## config.mk

```make
export PLATFORM = sky130hd
export DESIGN_NAME = sof_length_crc16_deframer
export DESIGN_NICKNAME = d
export VERILOG_FILES = /design/src/rtl/sld_pkg.sv /design/src/rtl/sof_length_crc16_deframer.sv /design/src/rtl/sld_crc16.sv /design/src/rtl/sld_parser.sv
export SDC_FILE = /design/constraint.sdc
export NUM_CORES = 1
export LEC_CHECK = 0
export ABC_AREA = 1
export ABC_CLOCK_PERIOD_IN_PS = 7100
export BUFFER_PORTS_ARGS = -buffer_cell sky130_fd_sc_hd__buf_4
export CAP_MARGIN = 20
export CORE_UTILIZATION = 29
export CTS_CLUSTER_SIZE = 8
export DETAILED_ROUTE_END_ITERATION = 6
export GPL_TIMING_DRIVEN = 0
export HOLD_SLACK_MARGIN = 0.12
export MAX_ROUTING_LAYER = met4
export PLACE_DENSITY = 0.53
export SETUP_SLACK_MARGIN = 0.15
export SKIP_LAST_GASP = 1
export SYNTH_ARGS = -nofsm -noshare
export SYNTH_HDL_FRONTEND = slang
export SYNTH_SLANG_ARGS = --single-unit
```

## constraint.sdc

```tcl
create_clock -name clk -period 7.1 [get_ports clk]
set_clock_uncertainty 0.1 [all_clocks]
set_input_delay 1.065 -clock clk [delete_from_list [all_inputs] [get_ports clk]]
set_output_delay 1.065 -clock clk [all_outputs]
set_load 0.01 [all_outputs]
```

## src/rtl/sld_pkg.sv

```systemverilog
// Package with the shared types, constants and the CRC byte function of the deframer.
`timescale 1ns / 1ps
`default_nettype none

package sld_pkg;

  localparam int unsigned MaxPayload  = 256;
  localparam int unsigned HeaderBytes = 13;

  localparam logic [15:0] CrcInit = 16'hFFFF;
  localparam logic [15:0] CrcPoly = 16'h1021;

  localparam logic [7:0] SyncFirstReset  = 8'hA5;
  localparam logic [7:0] SyncSecondReset = 8'h5A;
  localparam logic [8:0] LimitReset      = 9'(MaxPayload & 32'h1FF);
  localparam logic [15:0] LimitCap       = 16'(MaxPayload);

  localparam logic [1:0] CfgSyncFirst    = 2'd0;
  localparam logic [1:0] CfgSyncSecond   = 2'd1;
  localparam logic [1:0] CfgPayloadLimit = 2'd2;

  localparam logic KindPayload  = 1'b0;
  localparam logic KindFrameEnd = 1'b1;

  localparam logic [1:0] StatusGood    = 2'd0;
  localparam logic [1:0] StatusTooLong = 2'd1;
  localparam logic [1:0] StatusCrcBad  = 2'd2;

  typedef enum logic [2:0] {
    PH_HUNT   = 3'd0,
    PH_SYNC2  = 3'd1,
    PH_HEADER = 3'd2,
    PH_BODY   = 3'd3,
    PH_CRCLO  = 3'd4,
    PH_CRCHI  = 3'd5
  } phase_t;

  typedef struct packed {
    logic start;
    logic update;
  } crc_ctrl_t;

  typedef struct packed {
    logic        kind;
    logic [7:0]  payload_byte;
    logic [7:0]  frame_type;
    logic [15:0] body_length;
    logic [31:0] host_counter;
    logic [31:0] device_counter;
    logic [15:0] sequence_number;
    logic [1:0]  frame_status;
  } result_t;

  function automatic logic [15:0] crc16_byte(input logic [15:0] crc, input logic [7:0] b);
    logic [15:0] c;
    c = crc ^ {b, 8'h00};
    for (int k = 0; k < 8; k++) begin
      c = c[15] ? ((c << 1) ^ CrcPoly) : (c << 1);
    end
    return c;
  endfunction

endpackage

`default_nettype wire

```

## src/rtl/sof_length_crc16_deframer.sv

```systemverilog
// Top level of the start-of-frame, length and CRC16 stream deframer.
//
//   channel | direction | handshake           | word
//   in_     | input     | in_valid / in_stall | data_byte
//   out_    | output    | out_valid/out_stall | result_kind and frame fields
//   cfg_    | input     | cfg_valid/cfg_ready | cfg_index, cfg_data
//
// One byte is accepted per cycle unless stalled; out_valid marks its registered result.
// The byte CRC update between the input register and the CRC register sets the path.
// Reset puts the parser in the sync hunt, the CRC at FFFF and the config registers at defaults.
// A stalled result holds the output register; the input register then holds any
// byte it has and in_stall rises in the same cycle as out_stall blocks the output.
`timescale 1ns / 1ps
`default_nettype none

module sof_length_crc16_deframer (
  input  wire logic        clk,
  input  wire logic        rst_n,
  input  wire logic        in_valid,
  output logic             in_stall,
  input  wire logic [7:0]  in_data_byte,
  output logic             out_valid,
  input  wire logic        out_stall,
  output logic             out_result_kind,
  output logic [7:0]       out_payload_byte,
  output logic [7:0]       out_frame_type,
  output logic [15:0]      out_body_length,
  output logic [31:0]      out_host_counter,
  output logic [31:0]      out_device_counter,
  output logic [15:0]      out_sequence_number,
  output logic [1:0]       out_frame_status,
  input  wire logic        cfg_valid,
  output logic             cfg_ready,
  input  wire logic [1:0]  cfg_index,
  input  wire logic [8:0]  cfg_data
);
  import sld_pkg::*;

  logic [7:0] sync_first_r, sync_first_nxt;
  logic [7:0] sync_second_r, sync_second_nxt;
  logic [8:0] limit_r, limit_nxt;

  logic       s1_valid_r, s1_valid_nxt;
  logic [7:0] s1_byte_r, s1_byte_nxt;

  logic       out_valid_r, out_valid_nxt;
  result_t    out_r, out_nxt;

  logic       advance;
  logic       proc;
  logic [15:0] crc;
  crc_ctrl_t  crc_ctrl;
  logic       res_valid;
  result_t    res;

  assign cfg_ready = 1'b1;

  always_comb begin
    sync_first_nxt  = sync_first_r;
    sync_second_nxt = sync_second_r;
    limit_nxt       = limit_r;
    if (cfg_valid && cfg_ready) begin
      unique case (cfg_index)
        CfgSyncFirst:    sync_first_nxt  = cfg_data[7:0];
        CfgSyncSecond:   sync_second_nxt = cfg_data[7:0];
        CfgPayloadLimit: limit_nxt       = cfg_data;
        default: ;
      endcase
    end
  end

  assign advance  = !out_valid_r || !out_stall;
  assign proc     = s1_valid_r && advance;
  assign in_stall = s1_valid_r && !advance;

  always_comb begin
    s1_valid_nxt = in_stall ? s1_valid_r : in_valid;
    s1_byte_nxt  = (in_valid && !in_stall) ? in_data_byte : s1_byte_r;
    out_valid_nxt = proc ? res_valid : (advance ? 1'b0 : out_valid_r);
    out_nxt       = (proc && res_valid) ? res : out_r;
  end

  sld_crc16 u_crc (
    .clk   (clk),
    .rst_n (rst_n),
    .ctrl  (crc_ctrl),
    .data  (s1_byte_r),
    .crc   (crc)
  );

  sld_parser u_parser (
    .clk           (clk),
    .rst_n         (rst_n),
    .proc          (proc),
    .data          (s1_byte_r),
    .sync_first    (sync_first_r),
    .sync_second   (sync_second_r),
    .payload_limit (limit_r),
    .crc           (crc),
    .crc_ctrl      (crc_ctrl),
    .res_valid     (res_valid),
    .res           (res)
  );

  always_ff @(posedge clk) begin
    if (!rst_n) begin
      sync_first_r  <= SyncFirstReset;
      sync_second_r <= SyncSecondReset;
      limit_r       <= LimitReset;
      s1_valid_r    <= 1'b0;
      out_valid_r   <= 1'b0;
    end else begin
      sync_first_r  <= sync_first_nxt;
      sync_second_r <= sync_second_nxt;
      limit_r       <= limit_nxt;
      s1_valid_r    <= s1_valid_nxt;
      out_valid_r   <= out_valid_nxt;
    end
  end

  always_ff @(posedge clk) begin
    s1_byte_r <= s1_byte_nxt;
    out_r     <= out_nxt;
  end

  assign out_valid           = out_valid_r;
  assign out_result_kind     = out_r.kind;
  assign out_payload_byte    = out_r.payload_byte;
  assign out_frame_type      = out_r.frame_type;
  assign out_body_length     = out_r.body_length;
  assign out_host_counter    = out_r.host_counter;
  assign out_device_counter  = out_r.device_counter;
  assign out_sequence_number = out_r.sequence_number;
  assign out_frame_status    = out_r.frame_status;

  a_stall_only_when_held: assert property (@(posedge clk) disable iff (!rst_n)
    in_stall |-> (out_valid_r && out_stall))
    else $error("input stalled without a blocked output word");

  a_payload_status_good: assert property (@(posedge clk) disable iff (!rst_n)
    (out_valid_r && out_r.kind == KindPayload) |-> (out_r.frame_status == StatusGood))
    else $error("payload word carries a nonzero status");

  a_no_result_lost: assert property (@(posedge clk) disable iff (!rst_n)
    (out_valid_r && out_stall) |=> out_valid_r)
    else $error("stalled output word dropped");

endmodule

`default_nettype wire

```

## src/rtl/sld_crc16.sv

```systemverilog
// Running CRC16-CCITT register, updated one byte per cycle when start or update is set.
`timescale 1ns / 1ps
`default_nettype none

module sld_crc16 (
  input  wire logic              clk,
  input  wire logic              rst_n,
  input  wire sld_pkg::crc_ctrl_t ctrl,
  input  wire logic [7:0]        data,
  output logic [15:0]            crc
);
  import sld_pkg::*;

  logic [15:0] crc_r;
  logic [15:0] crc_nxt;

  always_comb begin
    crc_nxt = crc_r;
    if (ctrl.start) begin
      crc_nxt = crc16_byte(CrcInit, data);
    end else if (ctrl.update) begin
      crc_nxt = crc16_byte(crc_r, data);
    end
  end

  always_ff @(posedge clk) begin
    if (!rst_n) begin
      crc_r <= CrcInit;
    end else begin
      crc_r <= crc_nxt;
    end
  end

  assign crc = crc_r;

endmodule

`default_nettype wire

```

## src/rtl/sld_parser.sv

```systemverilog
// Frame state machine: sync hunt, header capture with length check, payload count and trailer check.
`timescale 1ns / 1ps
`default_nettype none

module sld_parser (
  input  wire logic               clk,
  input  wire logic               rst_n,
  input  wire logic               proc,
  input  wire logic [7:0]         data,
  input  wire logic [7:0]         sync_first,
  input  wire logic [7:0]         sync_second,
  input  wire logic [8:0]         payload_limit,
  input  wire logic [15:0]        crc,
  output sld_pkg::crc_ctrl_t      crc_ctrl,
  output logic                    res_valid,
  output sld_pkg::result_t        res
);
  import sld_pkg::*;

  phase_t      phase_r, phase_nxt;
  logic [8:0]  idx_r, idx_nxt;
  logic [7:0]  type_r, type_nxt;
  logic [15:0] length_r, length_nxt;
  logic [31:0] host_r, host_nxt;
  logic [31:0] device_r, device_nxt;
  logic [15:0] seq_r, seq_nxt;
  logic [7:0]  crc_lo_r, crc_lo_nxt;

  logic [3:0]  hdr_idx;
  logic [8:0]  idx_inc;
  logic [15:0] limit_ext;
  logic [15:0] limit_eff;
  logic [15:0] length_full;

  assign hdr_idx     = idx_r[3:0];
  assign idx_inc     = idx_r + 9'd1;
  assign limit_ext   = {7'd0, payload_limit};
  assign limit_eff   = (limit_ext < LimitCap) ? limit_ext : LimitCap;
  assign length_full = {data, length_r[7:0]};

  always_comb begin
    phase_nxt  = phase_r;
    idx_nxt    = idx_r;
    type_nxt   = type_r;
    length_nxt = length_r;
    host_nxt   = host_r;
    device_nxt = device_r;
    seq_nxt    = seq_r;
    crc_lo_nxt = crc_lo_r;
    crc_ctrl   = '0;
    res_valid  = 1'b0;
    res.kind         = KindPayload;
    res.payload_byte = 8'd0;
    res.frame_status = StatusGood;

    if (proc) begin
      unique case (phase_r)
        PH_SYNC2: begin
          if (data == sync_second) begin
            crc_ctrl.update = 1'b1;
            phase_nxt = PH_HEADER;
            idx_nxt   = 9'd0;
          end else if (data == sync_first) begin
            crc_ctrl.start = 1'b1;
            phase_nxt  = PH_SYNC2;
            idx_nxt    = 9'd0;
            type_nxt   = 8'd0;
            length_nxt = 16'd0;
            host_nxt   = 32'd0;
            device_nxt = 32'd0;
            seq_nxt    = 16'd0;
            crc_lo_nxt = 8'd0;
          end else begin
            phase_nxt = PH_HUNT;
          end
        end
        PH_HEADER: begin
          crc_ctrl.update = 1'b1;
          case (hdr_idx) inside
            4'd0: type_nxt = data;
            4'd1: length_nxt[7:0] = data;
            4'd2: length_nxt[15:8] = data;
            [4'd3:4'd6]: host_nxt[8 * 2'(hdr_idx - 4'd3) +: 8] = data;
            [4'd7:4'd10]: device_nxt[8 * 2'(hdr_idx - 4'd7) +: 8] = data;
            [4'd11:4'd12]: seq_nxt[8 * 1'(hdr_idx - 4'd11) +: 8] = data;
            default: ;
          endcase
          if (hdr_idx == 4'd2 && length_full > limit_eff) begin
            res_valid        = 1'b1;
            res.kind         = KindFrameEnd;
            res.frame_status = StatusTooLong;
            phase_nxt = PH_HUNT;
            idx_nxt   = 9'd0;
          end else if (idx_inc >= 9'(HeaderBytes)) begin
            idx_nxt   = 9'd0;
            phase_nxt = (length_r == 16'd0) ? PH_CRCLO : PH_BODY;
          end else begin
            idx_nxt = idx_inc;
          end
        end
        PH_BODY: begin
          crc_ctrl.update  = 1'b1;
          res_valid        = 1'b1;
          res.kind         = KindPayload;
          res.payload_byte = data;
          if ({7'd0, idx_inc} >= length_r) begin
            idx_nxt   = 9'd0;
            phase_nxt = PH_CRCLO;
          end else begin
            idx_nxt = idx_inc;
          end
        end
        PH_CRCLO: begin
          crc_lo_nxt = data;
          phase_nxt  = PH_CRCHI;
        end
        PH_CRCHI: begin
          res_valid        = 1'b1;
          res.kind         = KindFrameEnd;
          res.frame_status = ({data, crc_lo_r} == crc) ? StatusGood : StatusCrcBad;
          phase_nxt = PH_HUNT;
          idx_nxt   = 9'd0;
        end
        default: begin
          if (data == sync_first) begin
            crc_ctrl.start = 1'b1;
            phase_nxt  = PH_SYNC2;
            idx_nxt    = 9'd0;
            type_nxt   = 8'd0;
            length_nxt = 16'd0;
            host_nxt   = 32'd0;
            device_nxt = 32'd0;
            seq_nxt    = 16'd0;
            crc_lo_nxt = 8'd0;
          end else begin
            phase_nxt = PH_HUNT;
          end
        end
      endcase
    end

    res.frame_type      = type_nxt;
    res.body_length     = length_nxt;
    res.host_counter    = host_nxt;
    res.device_counter  = device_nxt;
    res.sequence_number = seq_nxt;
  end

  always_ff @(posedge clk) begin
    if (!rst_n) begin
      phase_r  <= PH_HUNT;
      idx_r    <= 9'd0;
      type_r   <= 8'd0;
      length_r <= 16'd0;
      host_r   <= 32'd0;
      device_r <= 32'd0;
      seq_r    <= 16'd0;
      crc_lo_r <= 8'd0;
    end else begin
      phase_r  <= phase_nxt;
      idx_r    <= idx_nxt;
      type_r   <= type_nxt;
      length_r <= length_nxt;
      host_r   <= host_nxt;
      device_r <= device_nxt;
      seq_r    <= seq_nxt;
      crc_lo_r <= crc_lo_nxt;
    end
  end

  a_body_index_in_range: assert property (@(posedge clk) disable iff (!rst_n)
    (phase_r == PH_BODY) |-> ({7'd0, idx_r} < length_r))
    else $error("payload index reached the frame length inside the body");

  a_too_long_no_counters: assert property (@(posedge clk) disable iff (!rst_n)
    (res_valid && res.frame_status == StatusTooLong) |->
      (res.host_counter == 32'd0 && res.sequence_number == 16'd0))
    else $error("length error carries counter fields");

endmodule

`default_nettype wire

```

==> results.txt <==
* Status: finished clean
- Area added between synthesis and finish: 21.6%
* Die boundary height: 223 um
- Series of cell instances along the critical path: clkbuf_1, inv_1, ha_1, inv_2, nand2_1, o21ai_1, nand2_1, nor3_2, o211ai_2, nand2_1, nand2_1
- In this run, synthesis produced a sequential element count of 290.
- Worst Path Required: 7.27 ns
* Hold crit path type: reg2reg
- In the routed layout, each cell is associated on average with a via count of 4.87.
- P_leak: 7.75 nW
* Clock period minus final worst setup slack: 3.62 ns
- Worst-case setup margin in the final layout: 3.48 ns
- Across the run, the number of max-cap violations was 0.
* Clk Latency, worst-skew pair: 0.56 ns
- CTS sink count: 290
* Number of cells traversed by the worst register-to-register path: 11
- After routing the design area is 17300 sq um.
- Vias in the first global route: 12300
- In the global route stage, overall resource usage came out at 0.193.
* HP Start: limit_r[5]
- The initial utilization of the core area, before any placement, comes to 0.296.
* Maximum level of the CTS H-tree: 2
- Syn Area/Cell: 7.87 sq um
- IR analysis of the VDD net gives a maximum drop of 0.133 mV.
- Highest-count cells in the layout ignoring fill and taps: sky130_fd_sc_hd__nand2_1, sky130_fd_sc_hd__dfxtp_1, sky130_fd_sc_hd__inv_1
- Setup repair bufs after CTS: 0
* Maximum number of pins on one net before global-route repair: 68
- Final cycle utilization of the critical path: 0.510
- CP delay by family, top: simple AND/OR/NAND/NOR gates
- Die ar.: 49900 sq um
- Placement row count: 80
* Max Clock Freq: 276 MHz
* Sequential element share of the synthesized area: 0.495
- Of the total synthesized cell area, the portion taken by full adders, half adders and majority gates is 0.0211.
- Dividing the detail-routed wire length by the instance count gives 17.8 um.
- Hold worst-path end: limit_r[5]
- Once detailed placement completed, the half-perimeter wirelength came to 34.6 mm.
- Placement Setup Slack: 2.99 ns
- Detailed-route wire length: 47.0 mm
- Dominant register cell in the synthesized netlist: sky130_fd_sc_hd__dfxtp_1
- On the worst path, the slowest cell contributes a delay of 0.55 ns.
- In this run the critical register-to-register path is captured at out_device_counter[31].
* Cell with the biggest individual delay on the critical path: sky130_fd_sc_hd__dfxtp_1
* Power density relative to cell area: 232 nW/um^2
- Area after detailed placement: 16100 sq um
* Complex-gate fraction of the synthesized area: 0.140
* Cell repeated most along the worst path: sky130_fd_sc_hd__nand2_1
* Multiplexer area fraction after synthesis: 0
* Worst rel slew slack: 0.344
- Share of flip-flops with an asynchronous set or reset: 0
- Hold repair after CTS inserted 0 buffers.
- Count of buffering cells on the critical path with inverters included: 3
* Maximum clock insertion buffer count: 3
* Nets in the synthesized netlist: 1853
- After detailed routing, the number of remaining DRC violations is 0.
* Clock tree from TritonCTS: built
- Library cell used as clock root buffer: sky130_fd_sc_hd__clkbuf_16
- Area fraction in and, or, nand and nor cells after synthesis: 0.241
- Number of nets in the finished design: 2039
* EDFF count, synth: 123
- In this run the standard cell core region covers 48000 sq um.
- CTS clk-pin slew, worst paths: 0.05 ns
- Of the cells placed in the final design, the portion with a size suffix greater than 1 is 0.134.
- On the final layout, the worst hold slack is 0.345 ns.
- The total overflow left after global routing is 0.
- Setup repair after global routing missed its margin: no
- Transition time at the pin with the least slew margin: 0.984 ns
- Cell area after technology mapping: 14200 sq um
- The number of hold-slack violations in the final timing report was 0.
- Xor/xnor cell area share of the yosys netlist: 0.0253
- Routability-driven placement finished with a final weighted congestion of 0.927.
* Wire length of the first global-routing pass: 71.6 mm
* Category of the worst setup path capture point: register
* Count of input and output buffers: 139
* Antenna violations before repair: 0
* Library cells used by synthesis: 40
- Most common library cell in the layout ignoring fill and taps: sky130_fd_sc_hd__nand2_1
- From left edge to right edge, the die measures 223 um.
* Ant diodes: 0
- Of all nets on the critical path, the largest fanout is 10.
- Once the clock tree was built, the resizer swapped 0 gates to a different size.
- The Yosys step of the flow raised 0 warnings.
* DR pass1 iterations: 5
* Setup-violating endpoint count in the final report: 0
- The startpoint identified for the worst register-to-register timing path is u_parser.idx_r[0].
- Reg2Reg Setup Slack: 3.48 ns
- In this run the remaining antenna-violating nets after routing total 0.
* Combinational family with the most area after synthesis: simple AND/OR/NAND/NOR gates
- At the worst endpoint, the arrival time is 3.79 ns.
- The number of pins exceeding their max-slew limit in the final report came to 0.
- Buffers inserted during clock tree synthesis total 42.
- IO Pins: 142
* Synthesized instance count: 1805
* Number of vias after detailed routing: 12800
* Number of violations reported at the end of detailed-routing iteration 0: 826
- STA classifies the critical path startpoint as a register.
- Hold Path Depth: 2
- Critical path class: reg2reg
-- per-stage QoR --
step | TNS [ns] | utilization | cells | total power [W]
floorplan | 0 | - | 1805 | 0.00204
global placement | -116.13 | 0.333 | 2559 | 0.00217
detailed placement | 0 | 0.334 | 2560 | 0.00217
CTS | 0 | 0.359 | 2634 | 0.00407
global route | 0 | 0.360 | 2636 | 0.00418
finish | 0 | 0.360 | 2636 | 0.00401
-- flip-flops by register name, indices dropped and copies added (netlist names), 9 cells and up --
register / flops
limit_r: 9
out_body_length: 16
out_device_counter: 32
out_host_counter: 32
out_sequence_number: 16
u_crc.crc: 16
u_parser.device_r: 32
u_parser.host_r: 32
u_parser.idx_r: 9
u_parser.length_r: 16
u_parser.seq_r: 16
-- worst min-delay path, stage by stage, from the launching register on --
cell	delay (ns)
sky130_fd_sc_hd__dfxtp_1	0.30
sky130_fd_sc_hd__inv_1	0.05
sky130_fd_sc_hd__a21oi_1	0.05
-- cell usage after synthesis, types with 11 or more instances --
cell type	count	area, sq um
sky130_fd_sc_hd__nor3_1	33	165
sky130_fd_sc_hd__or2_2	13	81.3
sky130_fd_sc_hd__xor2_1	18	158
sky130_fd_sc_hd__nand2_1	495	1860
sky130_fd_sc_hd__edfxtp_1	123	3690
sky130_fd_sc_hd__inv_2	14	52.6
sky130_fd_sc_hd__dfxtp_1	167	3340
sky130_fd_sc_hd__inv_1	165	619
sky130_fd_sc_hd__a21oi_1	162	811
sky130_fd_sc_hd__a31oi_1	11	68.8
sky130_fd_sc_hd__xnor2_1	23	201
sky130_fd_sc_hd__buf_2	24	120
sky130_fd_sc_hd__nand3_1	72	360
sky130_fd_sc_hd__nand4_1	38	238
sky130_fd_sc_hd__clkbuf_1	42	158
sky130_fd_sc_hd__o21ai_0	125	626
sky130_fd_sc_hd__nor2_1	140	526
sky130_fd_sc_hd__o211ai_1	30	225
sky130_fd_sc_hd__ha_1	24	300
-- cell type report --
class	count	area, sq um
sequential	290	7040
clock inverter	2	13.8
clock buffer	72	1190
tap	615	769
timing repair buffer	142	1080
inverter	184	693
fill	5073	30800
buffer	84	390
multi-input combinational	1247	6100
-- cell families (layout without fill, tap and decap cells) --
| family | after synthesis | in the layout |
|---|---|---|
| AND/OR/NAND/NOR | 819 | 819 |
| AO/OA/AOI/OAI | 362 | 362 |
| flip-flops | 290 | 290 |
| buffers and inverters | 268 | 484 |
| XOR/XNOR | 41 | 41 |
| adder cells (fa/ha/maj) | 24 | 24 |
| other | 1 | 1 |
-- layer usage --
metal	GRT usage	wire, um
met2	0.305	21600
met3	0.0439	2990
met1	0.247	21400
met5	-	0
met4	0.0528	975
-- report_power, final --
group	internal (W)	leakage, nW	switching [W]	total (W)
Sequential	0.00176	2.63	0.0000209	0.00178
Clock	0.00113	0.579	0.000738	0.00187
Combinational	0.000102	4.55	0.000263	0.000364
-- worst max-delay path by stage --
| stage | start | end | slack (ns) | cells after the start |
|---|---|---|---|---|
| floorplan | out_stall | out_body_length[0] | 1.46 | 6 |
| global placement | out_stall | out_device_counter[12] | -1.02 | 7 |
| detailed placement | out_stall | out_device_counter[11] | 2.99 | 8 |
| CTS | u_parser.idx_r[0] | out_device_counter[31] | 3.48 | 11 |
| global route | u_parser.idx_r[0] | out_device_counter[31] | 3.14 | 11 |
| finish | u_parser.idx_r[0] | out_device_counter[31] | 3.48 | 11 |
Note: power is estimated with default switching activity, not from simulation.
